===== src/rtl/llex_pkg.sv =====
// ============================================================================
// llex_pkg: shared types and constants for the s-expression token lexer
// Result and queue-entry formats, token codes, character codes, keyword table.
// ============================================================================
package llex_pkg;

    localparam int unsigned CH_W        = 8;
    localparam int unsigned NUM_W       = 32;
    localparam int unsigned OUT_TDATA_W = 48;
    localparam int unsigned OUT_TUSER_W = 3;
    localparam int unsigned KW_COUNT    = 5;

    localparam logic [2:0] KIND_INT       = 3'd0;
    localparam logic [2:0] KIND_IDENT_CH  = 3'd1;
    localparam logic [2:0] KIND_IDENT_END = 3'd2;
    localparam logic [2:0] KIND_OP        = 3'd3;
    localparam logic [2:0] KIND_OPEN      = 3'd4;
    localparam logic [2:0] KIND_CLOSE     = 3'd5;
    localparam logic [2:0] KIND_END       = 3'd6;
    localparam logic [2:0] KIND_ERROR     = 3'd7;

    localparam logic [2:0] OP_PLUS  = 3'd0;
    localparam logic [2:0] OP_SUB   = 3'd1;
    localparam logic [2:0] OP_MUL   = 3'd2;
    localparam logic [2:0] OP_DIV   = 3'd3;
    localparam logic [2:0] OP_MOD   = 3'd4;

    localparam logic [2:0] KW_NAME  = 3'd0;

    localparam logic [4:0] KW_ALL   = 5'h1F;

    localparam logic [7:0] CH_NUL   = 8'h00;
    localparam logic [7:0] CH_PLUS  = "+";
    localparam logic [7:0] CH_MINUS = "-";
    localparam logic [7:0] CH_STAR  = "*";
    localparam logic [7:0] CH_SLASH = "/";
    localparam logic [7:0] CH_PCT   = "%";
    localparam logic [7:0] CH_LPAR  = "(";
    localparam logic [7:0] CH_RPAR  = ")";

    typedef struct packed {
        logic [2:0]         kind;
        logic signed [31:0] number;
        logic [7:0]         char_code;
        logic [2:0]         op_code;
        logic [2:0]         keyword;
        logic               last;
    } llex_result_t;

    typedef struct packed {
        logic         two;
        llex_result_t res_a;
        llex_result_t res_b;
    } llex_entry_t;

    function automatic llex_result_t make_result(
        input logic [2:0]  kind,
        input logic [31:0] number,
        input logic [7:0]  char_code,
        input logic [2:0]  op_code,
        input logic [2:0]  keyword
    );
        llex_result_t r;
        r.kind      = kind;
        r.number    = $signed(number);
        r.char_code = char_code;
        r.op_code   = op_code;
        r.keyword   = keyword;
        r.last      = 1'b0;
        return r;
    endfunction

    // keyword order: if, t, nil, setq, defun
    function automatic logic [7:0] kw_char(input logic [2:0] k, input logic [2:0] pos);
        logic [7:0] c;
        c = 8'h00;
        case (k)
            3'd0:
            begin
                case (pos)
                    3'd0:    c = "i";
                    3'd1:    c = "f";
                    default: c = 8'h00;
                endcase
            end
            3'd1:
            begin
                case (pos)
                    3'd0:    c = "t";
                    default: c = 8'h00;
                endcase
            end
            3'd2:
            begin
                case (pos)
                    3'd0:    c = "n";
                    3'd1:    c = "i";
                    3'd2:    c = "l";
                    default: c = 8'h00;
                endcase
            end
            3'd3:
            begin
                case (pos)
                    3'd0:    c = "s";
                    3'd1:    c = "e";
                    3'd2:    c = "t";
                    3'd3:    c = "q";
                    default: c = 8'h00;
                endcase
            end
            3'd4:
            begin
                case (pos)
                    3'd0:    c = "d";
                    3'd1:    c = "e";
                    3'd2:    c = "f";
                    3'd3:    c = "u";
                    3'd4:    c = "n";
                    default: c = 8'h00;
                endcase
            end
            default: c = 8'h00;
        endcase
        return c;
    endfunction

    function automatic logic [2:0] kw_len(input logic [2:0] k);
        logic [2:0] n;
        case (k)
            3'd0:    n = 3'd2;
            3'd1:    n = 3'd1;
            3'd2:    n = 3'd3;
            3'd3:    n = 3'd4;
            3'd4:    n = 3'd5;
            default: n = 3'd0;
        endcase
        return n;
    endfunction

endpackage


===== src/rtl/llex_front.sv =====
// ============================================================================
// llex_front: character classifier and token state machine
// Accepts one character per cycle while in_ready is high and builds the results that it causes.
// ============================================================================
module llex_front
(
    input  logic                 clk,
    input  logic                 rst_n,
    input  logic                 in_valid,
    input  logic                 in_ready,
    input  logic [7:0]           ch,
    output logic                 push,
    output llex_pkg::llex_entry_t push_entry
);
    import llex_pkg::*;

    localparam logic [2:0] M_IDLE  = 3'd0;
    localparam logic [2:0] M_MINUS = 3'd1;
    localparam logic [2:0] M_INT   = 3'd2;
    localparam logic [2:0] M_IDENT = 3'd3;
    localparam logic [2:0] M_ERR   = 3'd4;

    logic [2:0]   mode_reg, mode_next;
    logic [31:0]  accum_reg, accum_next;
    logic         neg_reg, neg_next;
    logic [4:0]   kwc_reg, kwc_next;
    logic [2:0]   pos_reg, pos_next;

    logic         accept;
    logic         is_digit, is_alpha, is_space;
    logic [7:0]   lc;
    logic [31:0]  digit_val;
    logic [31:0]  accum_x10;
    logic         run_idle;
    logic         flush_v, idle_v;
    llex_result_t flush_res, idle_res;

    function automatic logic [4:0] kw_filter(
        input logic [4:0] kwc,
        input logic [2:0] pos,
        input logic [7:0] c
    );
        logic [4:0] m;
        m = kwc;
        for (int k = 0; k < KW_COUNT; k++)
        begin
            if (pos >= kw_len(3'(k)) || kw_char(3'(k), pos) != c)
            begin
                m[k] = 1'b0;
            end
        end
        return m;
    endfunction

    function automatic logic [2:0] kw_end(input logic [4:0] kwc, input logic [2:0] pos);
        logic [2:0] kw;
        kw = KW_NAME;
        for (int k = 0; k < KW_COUNT; k++)
        begin
            if (kwc[k] && kw_len(3'(k)) == pos)
            begin
                kw = 3'(k + 1);
            end
        end
        return kw;
    endfunction

    assign accept    = in_valid && in_ready;
    assign is_digit  = (ch >= "0") && (ch <= "9");
    assign is_alpha  = ((ch >= "a") && (ch <= "z")) || ((ch >= "A") && (ch <= "Z"));
    assign is_space  = (ch == " ") || ((ch >= 8'd9) && (ch <= 8'd13));
    assign lc        = ((ch >= "A") && (ch <= "Z")) ? (ch + 8'd32) : ch;
    assign digit_val = {28'd0, ch[3:0]};
    assign accum_x10 = (accum_reg << 3) + (accum_reg << 1);

    always_comb
    begin
        mode_next  = mode_reg;
        accum_next = accum_reg;
        neg_next   = neg_reg;
        kwc_next   = kwc_reg;
        pos_next   = pos_reg;
        run_idle   = 1'b0;
        flush_v    = 1'b0;
        idle_v     = 1'b0;
        flush_res  = '0;
        idle_res   = '0;

        case (mode_reg)
            M_MINUS:
            begin
                if (is_digit)
                begin
                    mode_next  = M_INT;
                    accum_next = digit_val;
                    neg_next   = 1'b1;
                end
                else
                begin
                    flush_v   = 1'b1;
                    flush_res = make_result(KIND_OP, 32'd0, 8'd0, OP_SUB, KW_NAME);
                    run_idle  = 1'b1;
                end
            end
            M_INT:
            begin
                if (is_digit)
                begin
                    accum_next = accum_x10 + digit_val;
                end
                else
                begin
                    flush_v    = 1'b1;
                    flush_res  = make_result(KIND_INT,
                                             neg_reg ? (32'd0 - accum_reg) : accum_reg,
                                             8'd0, OP_PLUS, KW_NAME);
                    accum_next = 32'd0;
                    neg_next   = 1'b0;
                    run_idle   = 1'b1;
                end
            end
            M_IDENT:
            begin
                if (is_alpha || is_digit)
                begin
                    kwc_next = kw_filter(kwc_reg, pos_reg, lc);
                    pos_next = (pos_reg != 3'd7) ? (pos_reg + 3'd1) : pos_reg;
                    idle_v   = 1'b1;
                    idle_res = make_result(KIND_IDENT_CH, 32'd0, lc, OP_PLUS, KW_NAME);
                end
                else
                begin
                    flush_v   = 1'b1;
                    flush_res = make_result(KIND_IDENT_END, 32'd0, 8'd0, OP_PLUS,
                                            kw_end(kwc_reg, pos_reg));
                    kwc_next  = KW_ALL;
                    pos_next  = 3'd0;
                    run_idle  = 1'b1;
                end
            end
            M_ERR:
            begin
                run_idle = (ch == CH_NUL);
            end
            default:
            begin
                run_idle = 1'b1;
            end
        endcase

        if (run_idle)
        begin
            mode_next = M_IDLE;
            if (ch == CH_NUL)
            begin
                idle_v     = 1'b1;
                idle_res   = make_result(KIND_END, 32'd0, 8'd0, OP_PLUS, KW_NAME);
                accum_next = 32'd0;
                neg_next   = 1'b0;
                kwc_next   = KW_ALL;
                pos_next   = 3'd0;
            end
            else if (is_space)
            begin
                mode_next = M_IDLE;
            end
            else if (is_digit)
            begin
                mode_next  = M_INT;
                accum_next = digit_val;
                neg_next   = 1'b0;
            end
            else if (ch == CH_MINUS)
            begin
                mode_next = M_MINUS;
            end
            else if (is_alpha)
            begin
                mode_next = M_IDENT;
                kwc_next  = kw_filter(KW_ALL, 3'd0, lc);
                pos_next  = 3'd1;
                idle_v    = 1'b1;
                idle_res  = make_result(KIND_IDENT_CH, 32'd0, lc, OP_PLUS, KW_NAME);
            end
            else if (ch == CH_PLUS)
            begin
                idle_v   = 1'b1;
                idle_res = make_result(KIND_OP, 32'd0, 8'd0, OP_PLUS, KW_NAME);
            end
            else if (ch == CH_STAR)
            begin
                idle_v   = 1'b1;
                idle_res = make_result(KIND_OP, 32'd0, 8'd0, OP_MUL, KW_NAME);
            end
            else if (ch == CH_SLASH)
            begin
                idle_v   = 1'b1;
                idle_res = make_result(KIND_OP, 32'd0, 8'd0, OP_DIV, KW_NAME);
            end
            else if (ch == CH_PCT)
            begin
                idle_v   = 1'b1;
                idle_res = make_result(KIND_OP, 32'd0, 8'd0, OP_MOD, KW_NAME);
            end
            else if (ch == CH_LPAR)
            begin
                idle_v   = 1'b1;
                idle_res = make_result(KIND_OPEN, 32'd0, 8'd0, OP_PLUS, KW_NAME);
            end
            else if (ch == CH_RPAR)
            begin
                idle_v   = 1'b1;
                idle_res = make_result(KIND_CLOSE, 32'd0, 8'd0, OP_PLUS, KW_NAME);
            end
            else
            begin
                mode_next = M_ERR;
                idle_v    = 1'b1;
                idle_res  = make_result(KIND_ERROR, 32'd0, ch, OP_PLUS, KW_NAME);
            end
        end
    end

    always_comb
    begin
        push_entry.two   = flush_v && idle_v;
        push_entry.res_a = flush_v ? flush_res : idle_res;
        push_entry.res_b = idle_res;
        if (flush_v && idle_v)
        begin
            push_entry.res_b.last = 1'b1;
        end
        else
        begin
            push_entry.res_a.last = 1'b1;
        end
    end

    assign push = accept && (flush_v || idle_v);

    always_ff @(posedge clk or negedge rst_n)
    begin
        if (!rst_n)
        begin
            mode_reg  <= M_IDLE;
            accum_reg <= 32'd0;
            neg_reg   <= 1'b0;
            kwc_reg   <= KW_ALL;
            pos_reg   <= 3'd0;
        end
        else if (accept)
        begin
            mode_reg  <= mode_next;
            accum_reg <= accum_next;
            neg_reg   <= neg_next;
            kwc_reg   <= kwc_next;
            pos_reg   <= pos_next;
        end
    end

endmodule


===== src/rtl/llex_queue.sv =====
// ============================================================================
// llex_queue: short result queue between front and back
// Holds one entry per character that caused results.
// ============================================================================
module llex_queue
#(
    parameter int unsigned DEPTH = 4
)
(
    input  logic                  clk,
    input  logic                  rst_n,
    input  logic                  push,
    input  llex_pkg::llex_entry_t push_entry,
    output logic                  full,
    input  logic                  pop,
    output logic                  empty,
    output llex_pkg::llex_entry_t head
);
    import llex_pkg::*;

    localparam int unsigned PTR_W = $clog2(DEPTH);
    localparam int unsigned CNT_W = $clog2(DEPTH + 1);

    llex_entry_t      mem [DEPTH];
    logic [PTR_W-1:0] wr_ptr_reg, wr_ptr_next;
    logic [PTR_W-1:0] rd_ptr_reg, rd_ptr_next;
    logic [CNT_W-1:0] count_reg, count_next;
    logic             do_push, do_pop;

    assign full    = (count_reg == CNT_W'(DEPTH));
    assign empty   = (count_reg == '0);
    assign head    = mem[rd_ptr_reg];
    assign do_push = push && !full;
    assign do_pop  = pop && !empty;

    always_comb
    begin
        wr_ptr_next = wr_ptr_reg;
        rd_ptr_next = rd_ptr_reg;
        count_next  = count_reg;
        if (do_push)
        begin
            wr_ptr_next = (wr_ptr_reg == PTR_W'(DEPTH - 1)) ? '0 : (wr_ptr_reg + 1'b1);
        end
        if (do_pop)
        begin
            rd_ptr_next = (rd_ptr_reg == PTR_W'(DEPTH - 1)) ? '0 : (rd_ptr_reg + 1'b1);
        end
        if (do_push && !do_pop)
        begin
            count_next = count_reg + 1'b1;
        end
        else if (do_pop && !do_push)
        begin
            count_next = count_reg - 1'b1;
        end
    end

    always_ff @(posedge clk)
    begin
        if (do_push)
        begin
            mem[wr_ptr_reg] <= push_entry;
        end
    end

    always_ff @(posedge clk or negedge rst_n)
    begin
        if (!rst_n)
        begin
            wr_ptr_reg <= '0;
            rd_ptr_reg <= '0;
            count_reg  <= '0;
        end
        else
        begin
            wr_ptr_reg <= wr_ptr_next;
            rd_ptr_reg <= rd_ptr_next;
            count_reg  <= count_next;
        end
    end

    a_no_overflow: assert property (@(posedge clk) disable iff (!rst_n) push |-> !full)
        else $error("queue push while full");

    a_no_underflow: assert property (@(posedge clk) disable iff (!rst_n) pop |-> !empty)
        else $error("queue pop while empty");

    a_count_up: assert property (@(posedge clk) disable iff (!rst_n)
        (push && !pop) |=> (count_reg == $past(count_reg) + 1'b1))
        else $error("queue count did not advance on push");

endmodule


===== src/rtl/llex_back.sv =====
// ============================================================================
// llex_back: result sequencer
// Drains queue entries onto the output stream, one or two results each.
// ============================================================================
module llex_back
(
    input  logic                                 clk,
    input  logic                                 rst_n,
    input  logic                                 empty,
    input  llex_pkg::llex_entry_t                head,
    output logic                                 pop,
    output logic                                 m_tvalid,
    input  logic                                 m_tready,
    // number, char_code, op_code, keyword, zero pad
    output logic [llex_pkg::OUT_TDATA_W-1:0]     m_tdata,
    // kind
    output logic [llex_pkg::OUT_TUSER_W-1:0]     m_tuser,
    output logic                                 m_tlast
);
    import llex_pkg::*;

    logic         sel_reg, sel_next;
    llex_result_t cur;
    logic         take;

    assign cur      = sel_reg ? head.res_b : head.res_a;
    assign m_tvalid = !empty;
    assign take     = m_tvalid && m_tready;
    assign pop      = take && (sel_reg || !head.two);
    assign sel_next = take ? (!sel_reg && head.two) : sel_reg;

    assign m_tdata = {2'b00, cur.keyword, cur.op_code, cur.char_code, cur.number};
    assign m_tuser = cur.kind;
    assign m_tlast = cur.last;

    always_ff @(posedge clk or negedge rst_n)
    begin
        if (!rst_n)
        begin
            sel_reg <= 1'b0;
        end
        else
        begin
            sel_reg <= sel_next;
        end
    end

    a_sel_second: assert property (@(posedge clk) disable iff (!rst_n)
        sel_reg |-> (!empty && head.two))
        else $error("second result selected without a two-result entry");

endmodule


===== src/rtl/lisp_token_lexer_core.sv =====
// ============================================================================
// lisp_token_lexer_core: streaming s-expression tokenizer
// Each result is queued as its character is accepted and leaves from the
// queue head. Throughput: one character per cycle unless the queue is full;
// a character that flushes a token and starts another gives two results.
// The front stalls only when the QUEUE_DEPTH-entry result queue is full.
// Reset: rst_n clears the lexer state, the queue and the output sequencer.
// ============================================================================
module lisp_token_lexer_core
#(
    parameter int unsigned QUEUE_DEPTH = 4
)
(
    input  logic                             clk,
    input  logic                             rst_n,
    input  logic                             s_tvalid,
    output logic                             s_tready,
    // ch
    input  logic [llex_pkg::CH_W-1:0]        s_tdata,
    output logic                             m_tvalid,
    input  logic                             m_tready,
    // number, char_code, op_code, keyword, zero pad
    output logic [llex_pkg::OUT_TDATA_W-1:0] m_tdata,
    // kind
    output logic [llex_pkg::OUT_TUSER_W-1:0] m_tuser,
    output logic                             m_tlast
);
    import llex_pkg::*;

    logic        q_push, q_full, q_pop, q_empty;
    llex_entry_t q_push_entry, q_head;

    assign s_tready = !q_full;

    llex_front u_front
    (
        .clk        (clk),
        .rst_n      (rst_n),
        .in_valid   (s_tvalid),
        .in_ready   (s_tready),
        .ch         (s_tdata),
        .push       (q_push),
        .push_entry (q_push_entry)
    );

    llex_queue
    #(
        .DEPTH (QUEUE_DEPTH)
    )
    u_queue
    (
        .clk        (clk),
        .rst_n      (rst_n),
        .push       (q_push),
        .push_entry (q_push_entry),
        .full       (q_full),
        .pop        (q_pop),
        .empty      (q_empty),
        .head       (q_head)
    );

    llex_back u_back
    (
        .clk      (clk),
        .rst_n    (rst_n),
        .empty    (q_empty),
        .head     (q_head),
        .pop      (q_pop),
        .m_tvalid (m_tvalid),
        .m_tready (m_tready),
        .m_tdata  (m_tdata),
        .m_tuser  (m_tuser),
        .m_tlast  (m_tlast)
    );

endmodule

===== config.mk =====
export PLATFORM = sky130hd
export DESIGN_NAME = lisp_token_lexer_core
export DESIGN_NICKNAME = d
export VERILOG_FILES = /design/src/rtl/llex_pkg.sv /design/src/rtl/llex_front.sv /design/src/rtl/llex_queue.sv /design/src/rtl/llex_back.sv /design/src/rtl/lisp_token_lexer_core.sv
export SDC_FILE = /design/constraint.sdc
export NUM_CORES = 1
export LEC_CHECK = 0
export BUFFER_PORTS_ARGS = -buffer_cell sky130_fd_sc_hd__buf_2
export CORE_MARGIN = 2
export CORE_UTILIZATION = 56
export DETAILED_ROUTE_END_ITERATION = 7
export PLACE_DENSITY = 0.76
export SETUP_SLACK_MARGIN = 0.5
export SYNTH_ARGS = -nofsm -noshare
export SYNTH_HDL_FRONTEND = slang
export SYNTH_SLANG_ARGS = --single-unit

===== constraint.sdc =====
create_clock -name clk -period 3.6 [get_ports clk]
set_input_delay 0.36 -clock clk [delete_from_list [all_inputs] [get_ports clk]]
set_output_delay 0.36 -clock clk [all_outputs]
set_load 0.02 [all_outputs]

Word level (Yosys, flattened, before mapping):

Memory sizes are Yosys's and may differ from the RTL's.
Index checks and enable logic that the tools add are counted.

* bits in read-only memories: 0
* memories kept: 1
* RAM bits: 404
* register bits after elaboration: 52
* word-level logic and storage cells: 316
* input port bits: 12
* latch bits: 0

* mux-type cells: 196
* reductions and logical operators: 48
* multiply operators: 0
* bitwise logic cells: 0
* eq/ne operators: 35
* add/subtract/negate cells: 9
* shift-type cells: 0
* divide/modulo/power cells: 0
* $lt $le $gt $ge: 18

Memories
* u_queue.mem: depth 4, bits a word 101, read ports 1, clocked after memory_dff 0, wr ports 1, line llex_queue.sv:24 `llex_entry_t mem [DEPTH];`

Operator list (count)
* $mux W50: 14
* $mux W8: 41
* $mux W3: 77
* $mux W32: 7
* $pmux W50 S3: 1
* $mux W49: 3
* $ne A8 B8 Y1: 10
* $eq A8 B6 Y1 const B: 8
* $pmux W32 S2: 1
* $mux W48: 1
* $mux W47: 1
* $mux W5: 8
* $pmux W7 S5: 1
* $add A32 B32 Y32: 1
* $add A32 B4 Y32: 1
* $sub A1 B32 Y32 const A: 1
* $mux W1: 30
* $pmux W7 S4: 1
* $pmux W7 S3: 1
* $logic_and A1 B1 Y1: 19
* $ge A8 B7 Y1 const B: 2
* $le A8 B7 Y1 const B: 2
* $eq A3 B3 Y1: 5
* $ge A1 B3 Y1 const A: 5
* 26 further kinds: 65

Longest topological paths before layout:

* depth after elaboration: 18
* mapped depth: 16

By module:

From an unflattened synthesis, not the netlist that was laid out.

* cell total of the unflattened synthesis: 1505
* area total of the unflattened synthesis: 22519.1 sq um

Modules (own cells, without submodules)
* llex_queue: area an instance 15085.7 sq um, cells each 565, instances 1
* llex_front: area an instance 6493.7 sq um, cells each 874, instances 1
* llex_back: area an instance 935.9 sq um, cells each 65, instances 1
* lisp_token_lexer_core: area an instance 3.8 sq um, cells each 1, instances 1

Worst setup path after synthesis:

No wires, ideal clock.

* path type: input to register
* from: in s_tdata[2] (netlist name)
* to: mem u_queue.mem[0][0] (netlist name), enable pin
* slack: -532 ps
* setup time: 430 ps
* stages on the path: 9
* data arrival time: 3703 ps
* cells stage by stage: or4_4 buf_6 a2bb2oi_2 or2_1 buf_6 a21oi_2 o22ai_1 a21oi_2 and2_1

* word-level cells in the longest chain between the ends: 16
* elaborated cells on any way between the ends: 34

Ends and longest elaborated chain
* start: declaration: line lisp_token_lexer_core.sv:19 `input logic [llex_pkg::CH_W-1:0] s_tdata,`
* $ge A8 B7 Y1 or $le A8 B7 Y1 (tied branches): line llex_front.sv:70 `assign is_alpha = ((ch >= "a") && (ch <= "z")) || ((ch >= "A") && (ch <= "Z"));`
* $logic_and A1 B1 Y1: line llex_front.sv:70
* $logic_or A1 B1 Y1: line llex_front.sv:70
* $logic_or A1 B1 Y1: line llex_front.sv:124 `if (is_alpha || is_digit)`
* $mux W1: line llex_front.sv:124
* $mux W1: line llex_front.sv:89 `case (mode_reg)`
* $mux W1: line llex_front.sv:173 `else if (ch == CH_MINUS)`
* $mux W1: line llex_front.sv:167 `else if (is_digit)`
* $mux W1: line llex_front.sv:163 `else if (is_space)`
* $mux W1: line llex_front.sv:154 `if (ch == CH_NUL)`
* $mux W1: line llex_front.sv:151 `if (run_idle)`
* $logic_or A1 B1 Y1 (*): line llex_front.sv:239 `assign push = accept && (flush_v || idle_v);`
* $logic_and A1 B1 Y1 (*): line llex_front.sv:239
* $logic_and A1 B1 Y1 (*): line llex_queue.sv:33 `assign do_push = push && !full;`
* via u_queue.do_push: line llex_queue.sv:28 `logic do_push, do_pop;`
* $mux W1 (*): line llex_queue.sv:61 `if (do_push)`
* $mux W1 (not written as such) (*): line llex_queue.sv:63 `mem[wr_ptr_reg] <= push_entry;`
* end: declaration: line llex_queue.sv:24

Mark *: on every way through the listed nets, which the timed path passes. The rest lies on a longest branch.

Final worst setup path:

* from: reg u_front.accum_reg[0]
* to: reg u_front.accum_reg[17]

* word-level cells in the longest chain between the ends: 8

Ends and longest elaborated chain
* start: declaration: line llex_front.sv:24 `logic [31:0] accum_reg, accum_next;`
* start signal: assignment: line llex_front.sv:254 `accum_reg <= accum_next;`
* $add A32 B32 Y32 (*): line llex_front.sv:74 `assign accum_x10 = (accum_reg << 3) + (accum_reg << 1);`
* $add A32 B4 Y32 (*): line llex_front.sv:109 `accum_next = accum_x10 + digit_val;`
* $mux W32 (*): line llex_front.sv:107 `if (is_digit)`
* $pmux W32 S2 (*): line llex_front.sv:89
* $mux W32: line llex_front.sv:167
* $mux W32: line llex_front.sv:163
* $mux W32: line llex_front.sv:154
* $mux W32 (*): line llex_front.sv:151

Every way passes the cells marked *; elsewhere a longest branch is shown, timed or not.
A chain may end at the register's enable or synchronous reset.

==> run metrics <==
Core ar.=0.02870 mm^2; WP data required=4.01 ns; Yosys reg bits=312; final hold violations=0; leading area contributor after synthesis=edfxtp_1; cell row count=62; fin crit share=0.8555; Max Freq=324.7 MHz; initial antenna violation count=0; die area=0.03050 mm^2; Critical Path AT=3.49 ns; crit-path most repeated cell=a21oi_2; switching pwr=4986 uW; clock latency on the worst-skew pair=0.56 ns; total global-route track usage=0.2520; RD Place Congestion=0.9163; Post-synth EDFFs=260; most frequent cell after synthesis=edfxtp_1; clock root buffer=clkbuf_16; WL final=38.46 mm; CTS tree=built; H-Tree Depth=1; Slew HR=0.3954; sequential area share after synthesis=0.5590; Worst path max stage delay=0.59 ns; synthesized area=0.01631 mm^2; first-pass GRT wire length=60.62 mm; FILL cells=2,028; Antenna Nets Post-Route=0; max-capacitance violation count=0; crit path launch type=flip-flop; Yosys Warn Count=0; GRT Residual Overflow=0; Seq pwr share=0.382; WP buf/inv=2; clock power share=0.221; clk sinks=312; largest net degree at the start of global routing=67; Gate Count Post-Synth=1,295; ys flop type=edfxtp_1; max reg flops=260; VDD IR-drop max=0.4012 mV; Leak Pwr=0.007008 uW; endpoint class of the critical path=flip-flop; Critical-path top delay cell=fa_1; top-level I/O count=66; most common library cells after synthesis=260 x edfxtp_1, 155 x nand2_1, 89 x nor2_1; RSZ-0062 raised after global routing=yes; post-layout min period=3.080 ns; vias in the first global route=10,825; NumNets Final=1,462; Area Growth Syn to Fin=12.87%; 1st-iter DRT viols=1,368; largest cells by area after synthesis=edfxtp_1 48%, mux4_2 9.0%, dfrtp_1 7.2%, ha_1 5.4%, nand2_1 3.6%; DRC Markers=0; internal power=8939 uW; fraction of layout cells with a size suffix above 1=0.2093; Reg clk slew, reported paths=0.06 ns; Final Slew Violations=0; Critical Path Fanout Max=3; I/O Buffers=63; syn avg cell area=12.59 um^2; Initial Util=0.5681; post-synth top area share=0.4788; Max clock buf depth=3; status=finished clean; hold crit path type=in2reg; DR WL/cell=21.56 um; Slew @ Worst Pin=0.9069 ns; PD cells=756.5 mW/mm^2; CP cell instances=inv_2, fa_1, inv_1, ha_1, a21oi_2, nand4b_1, a21oi_2, o41ai_4, o21ai_1, a311oi_1, xor2_1, o21ai_0; Num CTS Buffers=31; Net Sw Frac=0.3581; clk_skew=0.03044 ns; Unique masters post-synth=79; critical path type=reg2reg; asr flop ratio synth=0.1667; combinational share of power=0.397; Place WS=0.2226 ns; Setup WS post-layout=0.5204 ns; crit-path leading delay family=compound AO/OA/AOI/OAI gates; Final TNS setup=0 ns; Die H=174.6 um; average via count per standard cell=6.229; Setup-failing EPs final=0; die width=174.6 um; post-detail-place hpwl=24.86 mm; via count=11,112; ant diodes=0; drt first pass iters=6
[cells by family (layout without fill, tap and decap cells)]
group | Yosys count | after routing | share of synthesized area
compound gates | 253 | 253 | 0.1037
mux | 73 | 73 | 0.09507
xor+xnor | 59 | 59 | 0.03169
fa+ha+maj | 74 | 74 | 0.05816
buf+inv | 94 | 198 | 0.02409
simple gates | 429 | 429 | 0.1281
flops | 312 | 312 | 0.5590
other cells | 1 | 2 | 0.0002300
[stage by stage]
step | instance area (um^2) | hold WS [ns] | instances | power (uW) | utilization
2_1_floorplan | 16390 | 0.06441 | 1296 | 9091 | -
3_3_place_gp | 17270 | 0.4497 | 1718 | 10590 | 0.6018
3_5_place_dp | 17270 | 0.4537 | 1718 | 10740 | 0.6018
4_1_cts | 18320 | 0.09980 | 1778 | 13940 | 0.6381
5_1_grt | 18410 | 0.1143 | 1784 | 14590 | 0.6413
6_report | 18410 | 0.1070 | 1784 | 13930 | 0.6413
[power by group through the flow]
stage,clock network (uW),logic [uW],registers (uW)
finish,3080,5530,5320
global route,3240,5970,5380
CTS,3120,5470,5340
detailed placement,0,5360,5380
global placement,0,5280,5310
floorplan,0,3910,5180
[cells in the final DEF (no fill, tap or decap), types with 7 or more instances in the layout]
master	Yosys	final
edfxtp_1	260	260
nand2_1	155	155
nor2_1	89	89
ha_1	71	69
mux4_2	65	65
buf_2	8	63
o21ai_0	60	58
a21oi_1	55	48
and2_1	48	44
dfrtp_1	47	44
buf_4	2	41
xor2_1	34	34
clkbuf_16	0	31
nor3_1	30	30
xnor2_1	25	25
inv_1	27	23
o31ai_1	19	17
nand3_1	14	14
or3_1	13	13
and3_1	13	13
a21o_1	13	13
clkbuf_1	38	13
nor2b_1	13	12
a31oi_1	12	12
nand2b_1	11	11
a211oi_1	11	10
a21oi_2	3	9
nand4_1	7	7
o21ai_1	6	7
o211ai_1	7	7
[worst paths after layout]
kind                            cells past startpoint                     to                 start  slack, ns
max in group asynchronous                           3     u_front.kwc_reg[0]                 rst_n       2.27
worst min-delay path                                3         u_back.sel_reg              m_tready       0.11
worst max register to register                     12  u_front.accum_reg[17]  u_front.accum_reg[0]       0.52
worst max-delay path                               12  u_front.accum_reg[17]  u_front.accum_reg[0]       0.52
worst min register to register                      1   u_queue.count_reg[2]  u_queue.count_reg[2]       0.51
min in group asynchronous                           2  u_queue.rd_ptr_reg[0]                 rst_n       0.41
[metal layers]
metal	part of all wire	track usage	vias up	wire (um)
li1	-	-	5067	-
met1	0.44	0.3730	5530	16870
met2	0.48	0.4096	461	18290
met3	0.069	0.02850	54	2655
met4	0.017	0.05104	0	646
met5	0	0	-	0
[tightest hold or removal path: stages]
cell     delay (ns)
buf_2          0.10
nand3_1        0.05
o21ai_0        0.09
[repair_timing]
| action | 4_1_cts | 5_1_grt |
|---|---|---|
| gates cloned | 0 | 0 |
| pin swaps | 7 | 13 |
| buffers inserted | 2 | 6 |
| endpoints found under the hold margin | 25 | 0 |
| hold buffers | 1 | 0 |
| resized for setup | 9 | 13 |
| setup endpoints to repair | 38 | 29 |
[cell type report]
type	count	area, um^2	share of cell area
repair buffers	114	790.8	0.04296
clock inverters	7	70.07	0.003807
inverters	27	103.9	0.005642
flip-flops and latches	312	9121	0.4955
multi-input cells	890	6933	0.3767
clock buffers	50	907.1	0.04928
well taps	384	480.5	0.02610
(Power assumes the default switching activity.)
